File: src/design/mavg_pkg.sv
// ----------------------------------------------------------------------------
// Moving average package
// Field widths and parameter defaults shared by the moving average block.
// ----------------------------------------------------------------------------
package mavg_pkg;

  localparam int SAMPLE_W = 12;
  localparam int AVG_W    = 12;
  localparam int USED_W   = 4;

  localparam int WINDOW_DEF      = 10;
  localparam int SAMPLE_BITS_DEF = 12;

endpackage

File: src/design/mavg_if.sv
// ----------------------------------------------------------------------------
// Moving average channels
// Valid/ready channels for samples in and averages out.
// ----------------------------------------------------------------------------
interface mavg_in_if;
  logic                          valid;
  logic                          ready;
  logic [mavg_pkg::SAMPLE_W-1:0] sample;

  modport source (output valid, output sample, input ready);
  modport sink   (input valid, input sample, output ready);
endinterface

interface mavg_out_if;
  logic                        valid;
  logic                        ready;
  logic [mavg_pkg::AVG_W-1:0]  average;
  logic [mavg_pkg::USED_W-1:0] readings_used;

  modport source (output valid, output average, output readings_used, input ready);
  modport sink   (input valid, input average, input readings_used, output ready);
endinterface

File: src/design/moving_average_with_warmup.sv
// One sample in, one average out: each accepted sample enters a ring of
// WINDOW readings and yields floor(sum / n), where n counts the samples seen
// until the ring fills and is WINDOW from then on. The front end takes no
// new sample until it has pushed the last one's (sum, count) pair; the back
// end divides one quotient bit per cycle, and that divider, not the front
// end, sets the sustained rate. A two-entry queue lets the front end keep
// taking samples while a result waits on the output register.
// ----------------------------------------------------------------------------
// Moving average with warm-up
// Top level: sample ring and running sum, queue, serial divider.
// ----------------------------------------------------------------------------
module moving_average_with_warmup #(
  parameter int WINDOW      = mavg_pkg::WINDOW_DEF,
  parameter int SAMPLE_BITS = mavg_pkg::SAMPLE_BITS_DEF
) (
  input  logic       clk,
  input  logic       rst_n,
  mavg_in_if.sink    in_ch,
  mavg_out_if.source out_ch
);

  localparam int SUM_W = SAMPLE_BITS + $clog2(WINDOW);
  localparam int CNT_W = $clog2(WINDOW + 1);

  logic             q_push;
  logic             q_full;
  logic             q_pop;
  logic             q_empty;
  logic [SUM_W-1:0] f_sum;
  logic [CNT_W-1:0] f_used;
  logic [SUM_W-1:0] b_sum;
  logic [CNT_W-1:0] b_used;

  mavg_front #(
    .WINDOW      (WINDOW),
    .SAMPLE_BITS (SAMPLE_BITS)
  ) u_front (
    .clk    (clk),
    .rst_n  (rst_n),
    .in_ch  (in_ch),
    .q_push (q_push),
    .q_sum  (f_sum),
    .q_used (f_used),
    .q_full (q_full)
  );

  mavg_queue #(
    .DATA_W (SUM_W + CNT_W)
  ) u_queue (
    .clk       (clk),
    .rst_n     (rst_n),
    .push      (q_push),
    .push_data ({f_sum, f_used}),
    .full      (q_full),
    .pop       (q_pop),
    .pop_data  ({b_sum, b_used}),
    .empty     (q_empty)
  );

  mavg_back #(
    .WINDOW      (WINDOW),
    .SAMPLE_BITS (SAMPLE_BITS)
  ) u_back (
    .clk     (clk),
    .rst_n   (rst_n),
    .q_empty (q_empty),
    .q_sum   (b_sum),
    .q_used  (b_used),
    .q_pop   (q_pop),
    .out_ch  (out_ch)
  );

  a_no_overflow : assert property (@(posedge clk) disable iff (!rst_n)
    q_push |-> !q_full)
    else $error("push into full queue");

  a_no_underflow : assert property (@(posedge clk) disable iff (!rst_n)
    q_pop |-> !q_empty)
    else $error("pop from empty queue");

  a_count_range : assert property (@(posedge clk) disable iff (!rst_n)
    q_push |-> (f_used != '0) && (f_used <= CNT_W'(WINDOW)))
    else $error("reading count out of range");

endmodule

File: src/design/mavg_front.sv
// ----------------------------------------------------------------------------
// Moving average front end
// Accepts samples, keeps the sample ring and running sum, and pushes
// (sum, count) pairs to the divide queue.
// ----------------------------------------------------------------------------
module mavg_front #(
  parameter int WINDOW      = mavg_pkg::WINDOW_DEF,
  parameter int SAMPLE_BITS = mavg_pkg::SAMPLE_BITS_DEF
) (
  input  logic                                  clk,
  input  logic                                  rst_n,
  mavg_in_if.sink                               in_ch,
  output logic                                  q_push,
  output logic [SAMPLE_BITS+$clog2(WINDOW)-1:0] q_sum,
  output logic [$clog2(WINDOW+1)-1:0]           q_used,
  input  logic                                  q_full
);

  localparam int SUM_W  = SAMPLE_BITS + $clog2(WINDOW);
  localparam int CNT_W  = $clog2(WINDOW + 1);
  localparam int SLOT_W = $clog2(WINDOW);
  localparam logic [SLOT_W-1:0] LAST_SLOT = SLOT_W'(WINDOW - 1);

  typedef enum logic [1:0] {
    F_IDLE = 2'b01,
    F_UPD  = 2'b10
  } front_state_t;

  front_state_t            state_r, state_nxt;
  logic [SLOT_W-1:0]       slot_r, slot_nxt;
  logic                    warm_r, warm_nxt;
  logic [SUM_W-1:0]        sum_r, sum_nxt;
  logic [SAMPLE_BITS-1:0]  samp_r;
  logic [SAMPLE_BITS-1:0]  old_r;
  logic [SAMPLE_BITS-1:0]  ring [WINDOW];
  logic [SAMPLE_BITS-1:0]  in_samp;
  logic                    in_xfer;
  logic                    warm_after;
  logic [SUM_W-1:0]        drop_val;

  assign in_samp  = SAMPLE_BITS'(in_ch.sample);
  assign in_xfer  = in_ch.valid && in_ch.ready;
  assign in_ch.ready = (state_r == F_IDLE);

  // ring: write new sample, read the entry it replaces
  always_ff @(posedge clk) begin
    if (in_xfer) begin
      old_r        <= ring[slot_r];
      ring[slot_r] <= in_samp;
      samp_r       <= in_samp;
    end
  end

  assign warm_after = warm_r && (slot_r != LAST_SLOT);
  assign drop_val   = warm_r ? '0 : SUM_W'(old_r);
  assign q_sum      = sum_r - drop_val + SUM_W'(samp_r);
  assign q_used     = warm_after ? (CNT_W'(slot_r) + CNT_W'(1)) : CNT_W'(WINDOW);

  always_comb begin
    state_nxt = state_r;
    slot_nxt  = slot_r;
    warm_nxt  = warm_r;
    sum_nxt   = sum_r;
    q_push    = 1'b0;
    unique case (state_r)
      F_IDLE: begin
        if (in_xfer) begin
          state_nxt = F_UPD;
        end
      end
      F_UPD: begin
        if (!q_full) begin
          q_push    = 1'b1;
          sum_nxt   = q_sum;
          warm_nxt  = warm_after;
          slot_nxt  = (slot_r == LAST_SLOT) ? '0 : slot_r + SLOT_W'(1);
          state_nxt = F_IDLE;
        end
      end
      default: state_nxt = F_IDLE;
    endcase
  end

  always_ff @(posedge clk) begin
    if (!rst_n) begin
      state_r <= F_IDLE;
      slot_r  <= '0;
      warm_r  <= 1'b1;
      sum_r   <= '0;
    end else begin
      state_r <= state_nxt;
      slot_r  <= slot_nxt;
      warm_r  <= warm_nxt;
      sum_r   <= sum_nxt;
    end
  end

endmodule

File: src/design/mavg_queue.sv
// ----------------------------------------------------------------------------
// Moving average queue
// Two-entry FIFO between the front end and the divider.
// ----------------------------------------------------------------------------
module mavg_queue #(
  parameter int DATA_W = 8
) (
  input  logic              clk,
  input  logic              rst_n,
  input  logic              push,
  input  logic [DATA_W-1:0] push_data,
  output logic              full,
  input  logic              pop,
  output logic [DATA_W-1:0] pop_data,
  output logic              empty
);

  localparam int DEPTH = 2;

  logic [DATA_W-1:0] mem_r [DEPTH];
  logic              wr_ptr_r;
  logic              rd_ptr_r;
  logic [1:0]        count_r;

  assign full     = (count_r == 2'(DEPTH));
  assign empty    = (count_r == 2'd0);
  assign pop_data = mem_r[rd_ptr_r];

  always_ff @(posedge clk) begin
    if (push) begin
      mem_r[wr_ptr_r] <= push_data;
    end
  end

  always_ff @(posedge clk) begin
    if (!rst_n) begin
      wr_ptr_r <= 1'b0;
      rd_ptr_r <= 1'b0;
      count_r  <= 2'd0;
    end else begin
      if (push) begin
        wr_ptr_r <= ~wr_ptr_r;
      end
      if (pop) begin
        rd_ptr_r <= ~rd_ptr_r;
      end
      case ({push, pop})
        2'b10:   count_r <= count_r + 2'd1;
        2'b01:   count_r <= count_r - 2'd1;
        default: count_r <= count_r;
      endcase
    end
  end

endmodule

File: src/design/mavg_back.sv
// ----------------------------------------------------------------------------
// Moving average back end
// Bit-serial restoring divide of sum by count, one quotient bit per cycle,
// into a registered output stage.
// ----------------------------------------------------------------------------
module mavg_back #(
  parameter int WINDOW      = mavg_pkg::WINDOW_DEF,
  parameter int SAMPLE_BITS = mavg_pkg::SAMPLE_BITS_DEF
) (
  input  logic                                  clk,
  input  logic                                  rst_n,
  input  logic                                  q_empty,
  input  logic [SAMPLE_BITS+$clog2(WINDOW)-1:0] q_sum,
  input  logic [$clog2(WINDOW+1)-1:0]           q_used,
  output logic                                  q_pop,
  mavg_out_if.source                            out_ch
);

  localparam int SUM_W  = SAMPLE_BITS + $clog2(WINDOW);
  localparam int CNT_W  = $clog2(WINDOW + 1);
  localparam int STEP_W = $clog2(SUM_W);

  typedef enum logic [2:0] {
    B_IDLE = 3'b001,
    B_DIV  = 3'b010,
    B_DONE = 3'b100
  } back_state_t;

  back_state_t                  state_r, state_nxt;
  logic [SUM_W-1:0]             quo_r;
  logic [CNT_W-1:0]             rem_r;
  logic [CNT_W-1:0]             div_r;
  logic [STEP_W-1:0]            step_r;
  logic                         out_valid_r, out_valid_nxt;
  logic [mavg_pkg::AVG_W-1:0]   avg_r;
  logic [mavg_pkg::USED_W-1:0]  used_r;
  logic [CNT_W:0]               trial;
  logic                         ge;
  logic [CNT_W:0]               diff;
  logic                         load;
  logic                         out_free;

  assign trial = {rem_r, quo_r[SUM_W-1]};
  assign ge    = (trial >= {1'b0, div_r});
  assign diff  = trial - {1'b0, div_r};

  assign out_free = !out_valid_r || out_ch.ready;
  assign q_pop    = (state_r == B_IDLE) && !q_empty;
  assign load     = (state_r == B_DONE) && out_free;

  always_comb begin
    state_nxt = state_r;
    unique case (state_r)
      B_IDLE: if (!q_empty) state_nxt = B_DIV;
      B_DIV:  if (step_r == STEP_W'(SUM_W - 1)) state_nxt = B_DONE;
      B_DONE: if (out_free) state_nxt = B_IDLE;
      default: state_nxt = B_IDLE;
    endcase
  end

  // divide datapath
  always_ff @(posedge clk) begin
    if (q_pop) begin
      quo_r  <= q_sum;
      div_r  <= q_used;
      rem_r  <= '0;
      step_r <= '0;
    end else if (state_r == B_DIV) begin
      quo_r  <= {quo_r[SUM_W-2:0], ge};
      rem_r  <= ge ? diff[CNT_W-1:0] : trial[CNT_W-1:0];
      step_r <= step_r + STEP_W'(1);
    end
  end

  always_ff @(posedge clk) begin
    if (load) begin
      avg_r  <= mavg_pkg::AVG_W'(quo_r[SAMPLE_BITS-1:0]);
      used_r <= mavg_pkg::USED_W'(div_r);
    end
  end

  always_comb begin
    out_valid_nxt = out_valid_r;
    if (out_valid_r && out_ch.ready) begin
      out_valid_nxt = 1'b0;
    end
    if (load) begin
      out_valid_nxt = 1'b1;
    end
  end

  always_ff @(posedge clk) begin
    if (!rst_n) begin
      state_r     <= B_IDLE;
      out_valid_r <= 1'b0;
    end else begin
      state_r     <= state_nxt;
      out_valid_r <= out_valid_nxt;
    end
  end

  assign out_ch.valid         = out_valid_r;
  assign out_ch.average       = avg_r;
  assign out_ch.readings_used = used_r;

endmodule

File: src/flat_wrapper.sv
// flat-port wrapper written by rule: the top's interface ports become plain ports
module moving_average_with_warmup_flat 
#(
  parameter int WINDOW      = mavg_pkg::WINDOW_DEF,
  parameter int SAMPLE_BITS = mavg_pkg::SAMPLE_BITS_DEF
)
  (clk, rst_n, in_ch_valid, in_ch_sample, in_ch_ready, out_ch_valid, out_ch_average, out_ch_readings_used, out_ch_ready);
  mavg_in_if in_ch_i ();
  mavg_out_if out_ch_i ();
  input  logic clk;
  input  logic rst_n;
  input wire logic [$bits(in_ch_i.valid)-1:0] in_ch_valid;
  input wire logic [$bits(in_ch_i.sample)-1:0] in_ch_sample;
  output wire logic [$bits(in_ch_i.ready)-1:0] in_ch_ready;
  output wire logic [$bits(out_ch_i.valid)-1:0] out_ch_valid;
  output wire logic [$bits(out_ch_i.average)-1:0] out_ch_average;
  output wire logic [$bits(out_ch_i.readings_used)-1:0] out_ch_readings_used;
  input wire logic [$bits(out_ch_i.ready)-1:0] out_ch_ready;
  assign in_ch_i.valid = in_ch_valid;
  assign in_ch_i.sample = in_ch_sample;
  assign in_ch_ready = in_ch_i.ready;
  assign out_ch_valid = out_ch_i.valid;
  assign out_ch_average = out_ch_i.average;
  assign out_ch_readings_used = out_ch_i.readings_used;
  assign out_ch_i.ready = out_ch_ready;
  moving_average_with_warmup #(.WINDOW(WINDOW), .SAMPLE_BITS(SAMPLE_BITS)) u_core (.clk(clk), .rst_n(rst_n), .in_ch(in_ch_i), .out_ch(out_ch_i));
endmodule
File: config.mk
export PLATFORM = sky130hd
export DESIGN_NAME = moving_average_with_warmup_flat
export DESIGN_NICKNAME = d
export VERILOG_FILES = /design/src/design/mavg_pkg.sv /design/src/design/mavg_if.sv /design/src/design/moving_average_with_warmup.sv /design/src/design/mavg_front.sv /design/src/design/mavg_queue.sv /design/src/design/mavg_back.sv /design/src/flat_wrapper.sv
export SDC_FILE = /design/constraint.sdc
export NUM_CORES = 1
export LEC_CHECK = 0
export ABC_AREA = 1
export BUFFER_PORTS_ARGS = -buffer_cell sky130_fd_sc_hd__buf_2
export CORE_UTILIZATION = 60
export CTS_BUF_LIST = sky130_fd_sc_hd__clkbuf_4 sky130_fd_sc_hd__clkbuf_8
export DETAILED_ROUTE_END_ITERATION = 10
export GPL_TIMING_DRIVEN = 0
export PLACE_DENSITY = 0.73
export SLEW_MARGIN = 20
export SYNTH_ARGS = -nofsm -noshare
export SYNTH_HDL_FRONTEND = slang
export SYNTH_HIERARCHICAL = 1
export SYNTH_SLANG_ARGS = --single-unit
File: constraint.sdc
create_clock -name clk -period 5.1 [get_ports clk]
set_clock_uncertainty 0.1 [all_clocks]
set_input_delay 1.02 -clock clk [delete_from_list [all_inputs] [get_ports clk]]
set_output_delay 1.02 -clock clk [all_outputs]
set_load 0.01 [all_outputs]
==> results.md, run 1 <==
- Clk buf depth: 3
- Data required, critical path: 5280 ps
- Max Clk Rate: 0.321 GHz
- Area contributors post-synth: edfxtp_1 57%, dfxtp_1 6.9%, nand2_1 6.6%, inv_1 5.1%, nor2_1 3.8%
- #FFs+latches synth: 260
- HPWL after DPL: 15.9 mm
- TritonCTS buffer count: 43
- Area of the multi-input gates: 3420 um2
- Die height: 141 um
- Drt initial violations: 558
- Number of antenna violations at the first check in global routing: 0
- Routed len/inst: 15.7 um
- Post-Synthesis Cells: 1052
- Global-route wire length before repair: 36.5 mm
- TNS Setup: 0 ps
- Number of synthesized flops with an enable pin: 220
- Mapped Avg Cell Area: 11.0 um2
- H-tree depth: 2
- Hold Vio Cnt, Final: 0
- CP max FO: 10
- Total Nets Final: 1197
- Pwr Total: 5.21 mW
- Clock Latency Late Sink: 550 ps
- Worst reg2reg path endpoint: u_core/u_queue/mem_r[1][19]
- Drc violations: 0
- CP Launch Type: flip-flop
- CTS sink cnt: 260
- Min-delay src: u_core/u_back/quo_r[1]
- CP Capture Type: flip-flop
- Die area: 19800 um2
- Slowest stage delay, CP: 500 ps
- Syn_nets: 1107
- Number of global-route vias before repair: 7343
- GRT Total Usage: 0.239
- Grt ovf: 0
- Leakage power: 5.41 nW
- Fill count: 1368
- # hold bufs at CTS: 0
- Cell-by-cell trace of the critical path: clkbuf_1 > nor2_1 > fa_1 > inv_1 > ha_1 > nand2_1 > inv_1 > nand2_1 > nand2_1 > a21oi_1 > nand2_1 > nand2_1 > nand2_1
- Finish-stage setup viols: 0
- GPL Wtd Cong: 0.891
- WHS Endpoint: u_core/u_back/out_ch.average[1]
- Crit path buf inv count: 3
- Core Area: 18800 um2
- RR Startpoint: u_core/u_front/warm_r
- CTS tree: built
- CTS clk-pin slew, worst paths: 60 ps
- Die width: 141 um
- Measured slew at the worst slew-check pin: 931 ps
- Worst rel slew slack: 0.379
- Top-area cell type share of the netlist area: 0.571
- Post-DRT Antenna Nets: 0
- RSZ-0062 raised after global routing: false
- Synth Flop Type: edfxtp_1
- Total I/O pin count: 34
- Row cnt: 50
- Crit path max-delay family: adder cells
- Initial Util: 0.614
- Hold_ws: 341 ps
- PwrDens: 399 nW/um2
- Worst EP arrival: 3290 ps
- YS warnings: 6
- Max_cap viols: 0
- TritonRoute pass-1 iters: 6
- Placed cell area: 12200 um2
- Status: finished clean
- Max VDD drop: 343 uV
- Yosys top cell by area: edfxtp_1
- Hold Crit Class: flip-flop to flip-flop
- Crit path kind: flip-flop to flip-flop
- Ant. Diodes: 0
- Share of synthesized registers carrying an async set or reset: 0
- Root Driver: clkbuf_8
- Setup ws final: 1990 ps
- Synth-to-layout area growth: 12.9%
- Reg-to-reg setup timing slack: 1990 ps
- Fin. max-slew vios: 0
- Post-route cell area: 13100 um2
- Via count: 7512
- Sequential-to-total area share from yosys stat: 0.640
- Synth Cell Area: 11600 um2
- Largest net degree at the start of global routing: 25
- Dpl ws: 1990 ps
- WL final: 22.5 mm
- Setup bufs post-CTS: 0
- Final worst-path cycle share: 0.610
- Levels on crit path: 13
- Fin crit period: 3110 ps
- Layout cell share with drive strength beyond 1: 0.160
- Worst path most repeated cell: nand2_1
- IO buf count: 33
- Post-synthesis cell type count: 39
- Hold depth: 0
- Vias per inst: 5.23
- Seq. cell area: 7410 um2
- Worst R2R Path Depth: 13
- PostCTS Resize Cnt: 0
- Worst path slowest cell: fa_1
==> cells in the mapped netlist (2+ instances only) <==
cell	count
nand3_1	35
a31oi_1	2
o22ai_1	24
nor3_1	12
o21ai_1	7
dfxtp_1	40
inv_1	156
nor2_4	3
inv_2	6
clkbuf_1	4
nand2_2	2
a21oi_1	29
nor2_1	116
fa_1	13
o21ai_0	67
edfxtp_1	220
buf_2	19
buf_4	4
xor2_1	9
ha_1	26
mux2_4	20
nand3_2	2
nand2_1	202
o211ai_1	12
buf_6	4
nand4_1	5
==> sequential cells by signal, summed over array words and instances, names as in the netlist, 2 cells and up, named ones only <==
register and cells:
u_core/u_front/sum_r 16, u_core/u_front/samp_r 12, u_core/u_front/slot_r 4, u_core/u_back/out_ch.average 12, u_core/u_back/out_ch.readings_used 4, u_core/u_front/ring 120
u_core/u_back/state_r 3, u_core/u_back/quo_r 16, u_core/u_queue/count_r 2, u_core/u_front/old_r 12, u_core/u_back/div_r 4, u_core/u_queue/mem_r 40
u_core/u_back/step_r 4, u_core/u_back/rem_r 4, u_core/u_front/state_r 2
==> worst reg2reg max path, delay by kind of cell (launching register included) <==
family                     cells  cell delay [ps]
buffers and inverters          3              540
AOI/OAI and AO/OA              1              240
adders and majority gates      2              860
and+or+nand+nor                7              680
DFF                            1              430
==> cell type report <==
type	count	area share
repair buffers	45	0.0206
clock buffers	54	0.0531
inverters	162	0.0466
well taps	260	0.0249
clock inverters	24	0.0109
multi-input cells	598	0.262
plain buffers	32	0.0145
flip-flops and latches	260	0.567
==> stage by stage <==
step           std cells  utilization
2_1_floorplan       1052            -
3_3_place_gp        1345        0.640
3_5_place_dp        1357        0.649
4_1_cts             1435        0.693
5_1_grt             1435        0.693
6_report            1435        0.693
==> power breakdown <==
group,internal [mW],switching [mW],total (mW)
Clock,0.951,0.798,1.75
Combinational,0.330,0.544,0.874
Sequential,2.52,0.0653,2.58
Total,3.80,1.41,5.21
==> cells in the final DEF, fill, tap and decap left out, types with 4 or more instances in the layout <==
cell / netlist / layout
clkinv_2: 0 / 7
o211ai_1: 12 / 12
o21ai_0: 67 / 67
buf_4: 4 / 9
xor2_1: 9 / 9
clkbuf_4: 0 / 8
nand3_1: 35 / 35
dfxtp_1: 40 / 40
a21oi_1: 29 / 29
inv_2: 6 / 6
nand2_1: 202 / 202
edfxtp_1: 220 / 220
clkbuf_8: 0 / 46
o22ai_1: 24 / 24
nor2_1: 116 / 114
clkinv_1: 0 / 13
o21ai_1: 7 / 7
clkbuf_1: 4 / 4
buf_2: 19 / 54
mux2_4: 20 / 20
ha_1: 26 / 26
buf_6: 4 / 9
nor3_2: 1 / 10
nand4_1: 5 / 5
inv_1: 156 / 156
fa_1: 13 / 13
==> logic make-up (layout without fill, tap and decap cells) <==
group,Yosys count,after routing,share of synthesized area
AO/OA/AOI/OAI,143,143,0.0682
XOR/XNOR,10,10,0.00757
adder cells (fa/ha/maj),39,39,0.0506
buffers and inverters,194,317,0.0689
flip-flops,260,260,0.640
multiplexers,20,20,0.0260
AND/OR/NAND/NOR,386,386,0.138
==> layer usage <==
metal  global-route usage  routed length (um)
met5                    0                   0
met1                0.296                9230
met2                0.413               11100
met4                0.113                 866
met3               0.0394                1300
==> how the worst max path moves through the flow <==
stage,from,end,slack (ps)
4_1_cts,u_core/u_front/warm_r,u_core/u_queue/mem_r[1][19],1960
2_1_floorplan,out_ch_ready,u_core/u_back/out_ch.average[0],1930
6_report,u_core/u_front/warm_r,u_core/u_queue/mem_r[1][19],1990
3_3_place_gp,out_ch_ready,u_core/u_back/out_ch.average[11],1260
3_5_place_dp,u_core/u_front/warm_r,u_core/u_queue/mem_r[1][19],1990
5_1_grt,u_core/u_front/warm_r,u_core/u_queue/mem_r[1][19],1730
(Power assumes the default switching activity.)
==> inputs of run 2 (changes only) <==
==> constraint.sdc (replaced) <==
create_clock -name clk -period 3.25 [get_ports clk]
set_clock_uncertainty 0.1 [all_clocks]
set_input_delay 0.65 -clock clk [delete_from_list [all_inputs] [get_ports clk]]
set_output_delay 0.65 -clock clk [all_outputs]
set_load 0.01 [all_outputs]
==> run 2 against run 1 <==
Sequential share of layout area barely moved. Worst setup slack got worse by 1700 ps. First-iteration DRC count shrank 1.1%. Via count increased by 0.33%. Sequential cell count unchanged. Non-clock buffer count unchanged. Final area barely moved. Maximum frequency grew 6.7%. Wire length barely moved. Worst hold slack did not move. Critical path depth unchanged. Highest routed layer unchanged. Total power up 57%.
==> results.md, run 2 (synthesized netlist as in run 1, its figures left out) <==
- TNS Setup: 0 ps (unchanged)
- Cell-by-cell trace of the critical path: clkbuf_2 > nor2_1 > fa_1 > inv_1 > ha_1 > nand2_1 > inv_1 > nand2_1 > nand2_1 > a21oi_1 > nand2_1 > nand2_1 > nand2_1
- Max VDD drop: 537 uV (+57%)
- Hold Vio Cnt, Final: 0 (unchanged)
- CP Launch Type: flip-flop
- Via count: 7537 (+0.33%)
- Layout cell share with drive strength beyond 1: 0.161 (+0.000851)
- Status: finished clean
- Global-route wire length before repair: 36.5 mm (unchanged)
- GRT Total Usage: 0.239 (unchanged)
- Routed len/inst: 15.7 um (about the same)
- CP max FO: 10 (unchanged)
- CTS sink cnt: 260 (unchanged)
- Commonest cells after routing, fill and taps aside: 220 x edfxtp_1, 202 x nand2_1, 156 x inv_1
- Largest net degree at the start of global routing: 25 (unchanged)
- Die width: 141 um (unchanged)
- Pwr Total: 8.17 mW (+57%)
- Initial Util: 0.614 (unchanged)
- Worst path most repeated cell: nand2_1
- H-tree depth: 2 (unchanged)
- Core Area: 18800 um2 (unchanged)
- Drc violations: 0 (unchanged)
- # hold bufs at CTS: 0 (unchanged)
- Fin. max-slew vios: 0 (unchanged)
- Largest reg by FF count: u_core/u_front/ring
- Die height: 141 um (unchanged)
- PwrDens: 626 nW/um2 (+57%)
- Leakage power: 5.42 nW (about the same)
- Total Nets Final: 1197 (unchanged)
- Root Driver: clkbuf_8
- Clk buf depth: 3 (unchanged)
- Worst path slowest cell: fa_1
- Commonest non-fill, non-tap cell in the layout: edfxtp_1
- Number of antenna violations at the first check in global routing: 0 (unchanged)
- Synth-to-layout area growth: 12.9% (about the same)
- Measured slew at the worst slew-check pin: 929 ps (-1.22 ps)
- CTS clk-pin slew, worst paths: 60 ps (about the same)
- WL final: 22.5 mm (about the same)
- CP Capture Type: flip-flop
- Slowest stage delay, CP: 490 ps (about the same)
- Vias per inst: 5.25 (+0.33%)
- IO buf count: 33 (unchanged)
- Final worst-path cycle share: 0.897 (+0.287)
- Fin crit period: 2920 ps (-195 ps)
- Fin util: 0.693 (about the same)
- GPL Wtd Cong: 0.891 (unchanged)
- Post-DRT Antenna Nets: 0 (unchanged)
- Max Clk Rate: 0.343 GHz (+6.7%)
- Crit path kind: flip-flop to flip-flop
- Max FFs per register: 120 (unchanged)
- Hold_ws: 341 ps (unchanged)
- Die area: 19800 um2 (unchanged)
- Row cnt: 50 (unchanged)
- TritonRoute pass-1 iters: 5 (-1)
- Total I/O pin count: 34 (unchanged)
- Ant. Diodes: 0 (unchanged)
- TritonCTS buffer count: 43 (unchanged)
- Data required, critical path: 3430 ps (-1850 ps)
- RSZ-0062 raised after global routing: false
- Finish-stage setup viols: 0 (unchanged)
- Layout Cells excl Fill: 1435 (unchanged)
- Max_cap viols: 0 (unchanged)
- CTS tree: built
- Drt initial violations: 552 (-1.1%)
- Clock Latency Late Sink: 560 ps (about the same)
- Top flop regs: u_core/u_front/ring: 120 flops, u_core/u_queue/mem_r: 40 flops
- Worst rel slew slack: 0.380 (+0.000816)
- Worst EP arrival: 3100 ps (-190 ps)
- Hold Crit Class: flip-flop to flip-flop
- Placed cells: 1357 (unchanged)
- Grt ovf: 0 (unchanged)
- HPWL after DPL: 15.9 mm (unchanged)
- Number of global-route vias before repair: 7343 (unchanged)
## run 2: cell count changes in the layout (fill, tap and decap cells not counted)
cell	delta
clkbuf_1	-1
clkbuf_2	+1
## run 2: final cells by class
cell class	count	area (um2)
Timing Repair Buffer	45	269
Clock buffer	54	693
Fill cell	1367	5780
Inverter	162	608
Buffer	32	190
Sequential cell	260	7410
Tap cell	260	325
Clock inverter	24	143
Multi-Input combinational cell	598	3420
## run 2: worst max-delay path, delay by kind of cell, from the launching register on
family | cells | cell delay (ps)
buf+inv | 3 | 390
fa+ha+maj | 2 | 850
flops | 1 | 430
simple gates | 7 | 640
compound gates | 1 | 240
## run 2: through the flow
stage / instance area [um2] / worst slack [ps]
5_1_grt: 13100 / 129
4_1_cts: 13100 / 107
3_5_place_dp: 12200 / 136
3_3_place_gp: 12100 / -223
6_report: 13100 / 334
2_1_floorplan: 11600 / 450
## run 2: where the power goes
group | leakage [nW] | switching (mW) | internal (mW)
Combinational | 2.65 | 0.854 | 0.518
Sequential | 2.33 | 0.102 | 3.95
Clock | 0.445 | 1.25 | 1.49
## run 2: repair_timing
item,4_1_cts,5_1_grt
endpoints found under the hold margin,0,0
endpoints found under the setup margin,0,8
setup buffers,0,0
gates resized for setup,0,2
## run 2: worst paths after layout
kind / end / startpoint / cells after the start / slack, ps
setup / recovery: u_core/u_queue/mem_r[1][19] / u_core/u_front/warm_r / 13 / 330
hold / removal: u_core/u_back/out_ch.average[1] / u_core/u_back/quo_r[1] / 0 / 340
setup reg to reg: u_core/u_queue/mem_r[1][19] / u_core/u_front/warm_r / 13 / 330
hold reg to reg: u_core/u_back/out_ch.average[1] / u_core/u_back/quo_r[1] / 0 / 340
## run 2: layer usage
metal / vias to the layer above / GRT usage / wire, um
li1: 3701 / - / -
met1: 3527 / 0.296 / 9260
met4: 0 / 0.113 / 844
met3: 58 / 0.0394 / 1270
met2: 251 / 0.413 / 11200
met5: - / 0 / 0
==> inputs of run 3 (changes only) <==
--- a/config.mk
+++ b/config.mk
@@ -7,11 +7,11 @@
 export LEC_CHECK = 0
 export ABC_AREA = 1
 export BUFFER_PORTS_ARGS = -buffer_cell sky130_fd_sc_hd__buf_2
-export CORE_UTILIZATION = 60
+export CORE_UTILIZATION = 40
 export CTS_BUF_LIST = sky130_fd_sc_hd__clkbuf_4 sky130_fd_sc_hd__clkbuf_8
 export DETAILED_ROUTE_END_ITERATION = 10
 export GPL_TIMING_DRIVEN = 0
-export PLACE_DENSITY = 0.73
+export PLACE_DENSITY = 0.51
 export SLEW_MARGIN = 20
 export SYNTH_ARGS = -nofsm -noshare
 export SYNTH_HDL_FRONTEND = slang
==> run 3 against run 2 <==
Maximum frequency up 3.0%. Worst hold slack got worse by 19 ps. Non-clock buffer count unchanged.
==> results.md, run 3 (synthesized netlist as in run 1, its figures left out) <==
- Commonest non-fill, non-tap cell in the layout: edfxtp_1
- Slowest stage delay, CP: 490 ps (about the same)
- CTS tree: built
- Fin crit period: 2830 ps (-84.4 ps)
- Global-route wire length before repair: 38.8 mm (+6.3%)
- TritonRoute pass-1 iters: 5 (unchanged)
- CP max FO: 10 (unchanged)
- CTS sink cnt: 260 (unchanged)
- Vias per inst: 4.66 (-11%)
- Worst path most repeated cell: nand2_1
- Layout cell share with drive strength beyond 1: 0.171 (+0.0102)
- Row cnt: 61 (+22%)
- Max VDD drop: 335 uV (-38%)
- Max FFs per register: 120 (unchanged)
- Largest reg by FF count: u_core/u_front/ring
- Measured slew at the worst slew-check pin: 985 ps (+55.6 ps)
- Max_cap viols: 0 (unchanged)
- Worst path slowest cell: fa_1
- Finish-stage setup viols: 0 (unchanged)
- TritonCTS buffer count: 46 (+7.0%)
- Initial Util: 0.412 (-0.202)
- Crit path kind: flip-flop to flip-flop
- Post-route cell area: 13300 um2 (+2.3%)
- CTS clk-pin slew, worst paths: 60 ps (about the same)
- HPWL after DPL: 16.9 mm (+6.2%)
- Max Clk Rate: 0.353 GHz (+3.0%)
- Die height: 172 um (+22%)
- Leakage power: 5.49 nW (+1.3%)
- WL final: 24.3 mm (+7.9%)
- H-tree depth: 2 (unchanged)
- PwrDens: 647 nW/um2 (+3.4%)
- Fin. max-slew vios: 0 (unchanged)
- Number of global-route vias before repair: 7085 (-3.5%)
- Core Area: 28100 um2 (+49%)
- Placed cell area: 12400 um2 (+1.2%)
- Ant. Diodes: 0 (unchanged)
- Status: finished clean
- Worst EP arrival: 3020 ps (-80 ps)
- Root Driver: clkbuf_8
- Hold Crit Class: input pin to flip-flop
- Die width: 172 um (+22%)
- Number of antenna violations at the first check in global routing: 0 (unchanged)
- IO buf count: 33 (unchanged)
- Via count: 7272 (-3.5%)
- # hold bufs at CTS: 0 (unchanged)
- GPL Wtd Cong: 0.823 (-7.6%)
- Worst rel slew slack: 0.343 (-0.0371)
- Total I/O pin count: 34 (unchanged)
- Final worst-path cycle share: 0.871 (-0.0260)
- CP Launch Type: flip-flop
- Die area: 29600 um2 (+49%)
- Largest net degree at the start of global routing: 25 (unchanged)
- Routed len/inst: 15.6 um (-0.72%)
- Grt ovf: 0 (unchanged)
- Crit path max-delay family: adder cells
- CP Capture Type: flip-flop
- Cell-by-cell trace of the critical path: clkbuf_2 > nor2_1 > fa_1 > inv_1 > ha_1 > nand2_1 > inv_1 > nand2_1 > nand2_1 > a21oi_1 > nand2_1 > nand2_1 > nand2_1
- Crit path buf inv count: 3 (unchanged)
- Hold Vio Cnt, Final: 0 (unchanged)
- Drt initial violations: 411 (-26%)
- Setup bufs post-CTS: 0 (unchanged)
- Clk buf depth: 3 (unchanged)
- Data required, critical path: 3440 ps (about the same)
- Synth-to-layout area growth: 15.4%
- RSZ-0062 raised after global routing: false
- Clock Latency Late Sink: 560 ps (about the same)
- Hold_ws: 322 ps (-18.9 ps)
- GRT Total Usage: 0.173 (-0.0664)
- Drc violations: 0 (unchanged)
- Commonest cells after routing, fill and taps aside: 220 x edfxtp_1, 202 x nand2_1, 156 x inv_1
- Total Nets Final: 1200 (+0.25%)
- Post-DRT Antenna Nets: 0 (unchanged)
- Top flop regs: u_core/u_front/ring: 120 flops, u_core/u_queue/mem_r: 40 flops
run 3: report_power, final:
group          switching, mW  internal [mW]  leakage (nW)  total [mW]
combinational          0.864          0.517          2.64        1.38
clock                   1.30           1.91         0.519        3.20
sequential             0.103           3.95          2.33        4.05
run 3: per-layer routing:
layer,global-route usage,up-vias,share of wire
met1,0.226,3412,0.47
met2,0.291,111,0.48
met3,0.0311,38,0.034
li1,-,3711,-
met4,0.0543,0,0.020
met5,0,-,0
run 3: repair_timing:
action	CTS	global route
gates resized for setup	0	2
endpoints found under the hold margin	0	0
endpoints found under the setup margin	0	16
run 3: tightest hold or removal path, cell delays in order:
cell,delay (ps)
buf_2,80
nor2_1,60
nor2_1,100
nor2_1,40
run 3: area by class of cell:
cell class,instances,area [um2]
multi-input combinational,598,3420
sequential,260,7410
fill,2698,14700
tap,378,473
inverter,162,608
clock buffer,67,803
buffer,32,190
clock inverter,17,186
timing repair buffer,45,262
run 3: final timing paths:
path	start	slack, ps	cells after the start	endpoint
worst min register to register	u_core/u_back/quo_r[2]	350	0	u_core/u_back/out_ch.average[2]
worst max-delay path	u_core/u_front/warm_r	420	13	u_core/u_queue/mem_r[1][17]
worst min-delay path	out_ch_ready	320	4	u_core/u_back/out_ch.valid
worst max register to register	u_core/u_front/warm_r	420	13	u_core/u_queue/mem_r[1][17]
run 3: metrics by stage:
step | worst slack [ps] | power [mW] | util | setup TNS [ps] | cells
floorplan | 450 | 5.15 | - | 0 | 1052
global placement | -319 | 5.49 | 0.435 | -5280 | 1463
detailed placement | 179 | 5.52 | 0.440 | 0 | 1475
CTS | 155 | 8.76 | 0.475 | 0 | 1559
global route | 145 | 9.10 | 0.475 | 0 | 1559
finish | 419 | 8.64 | 0.475 | 0 | 1559
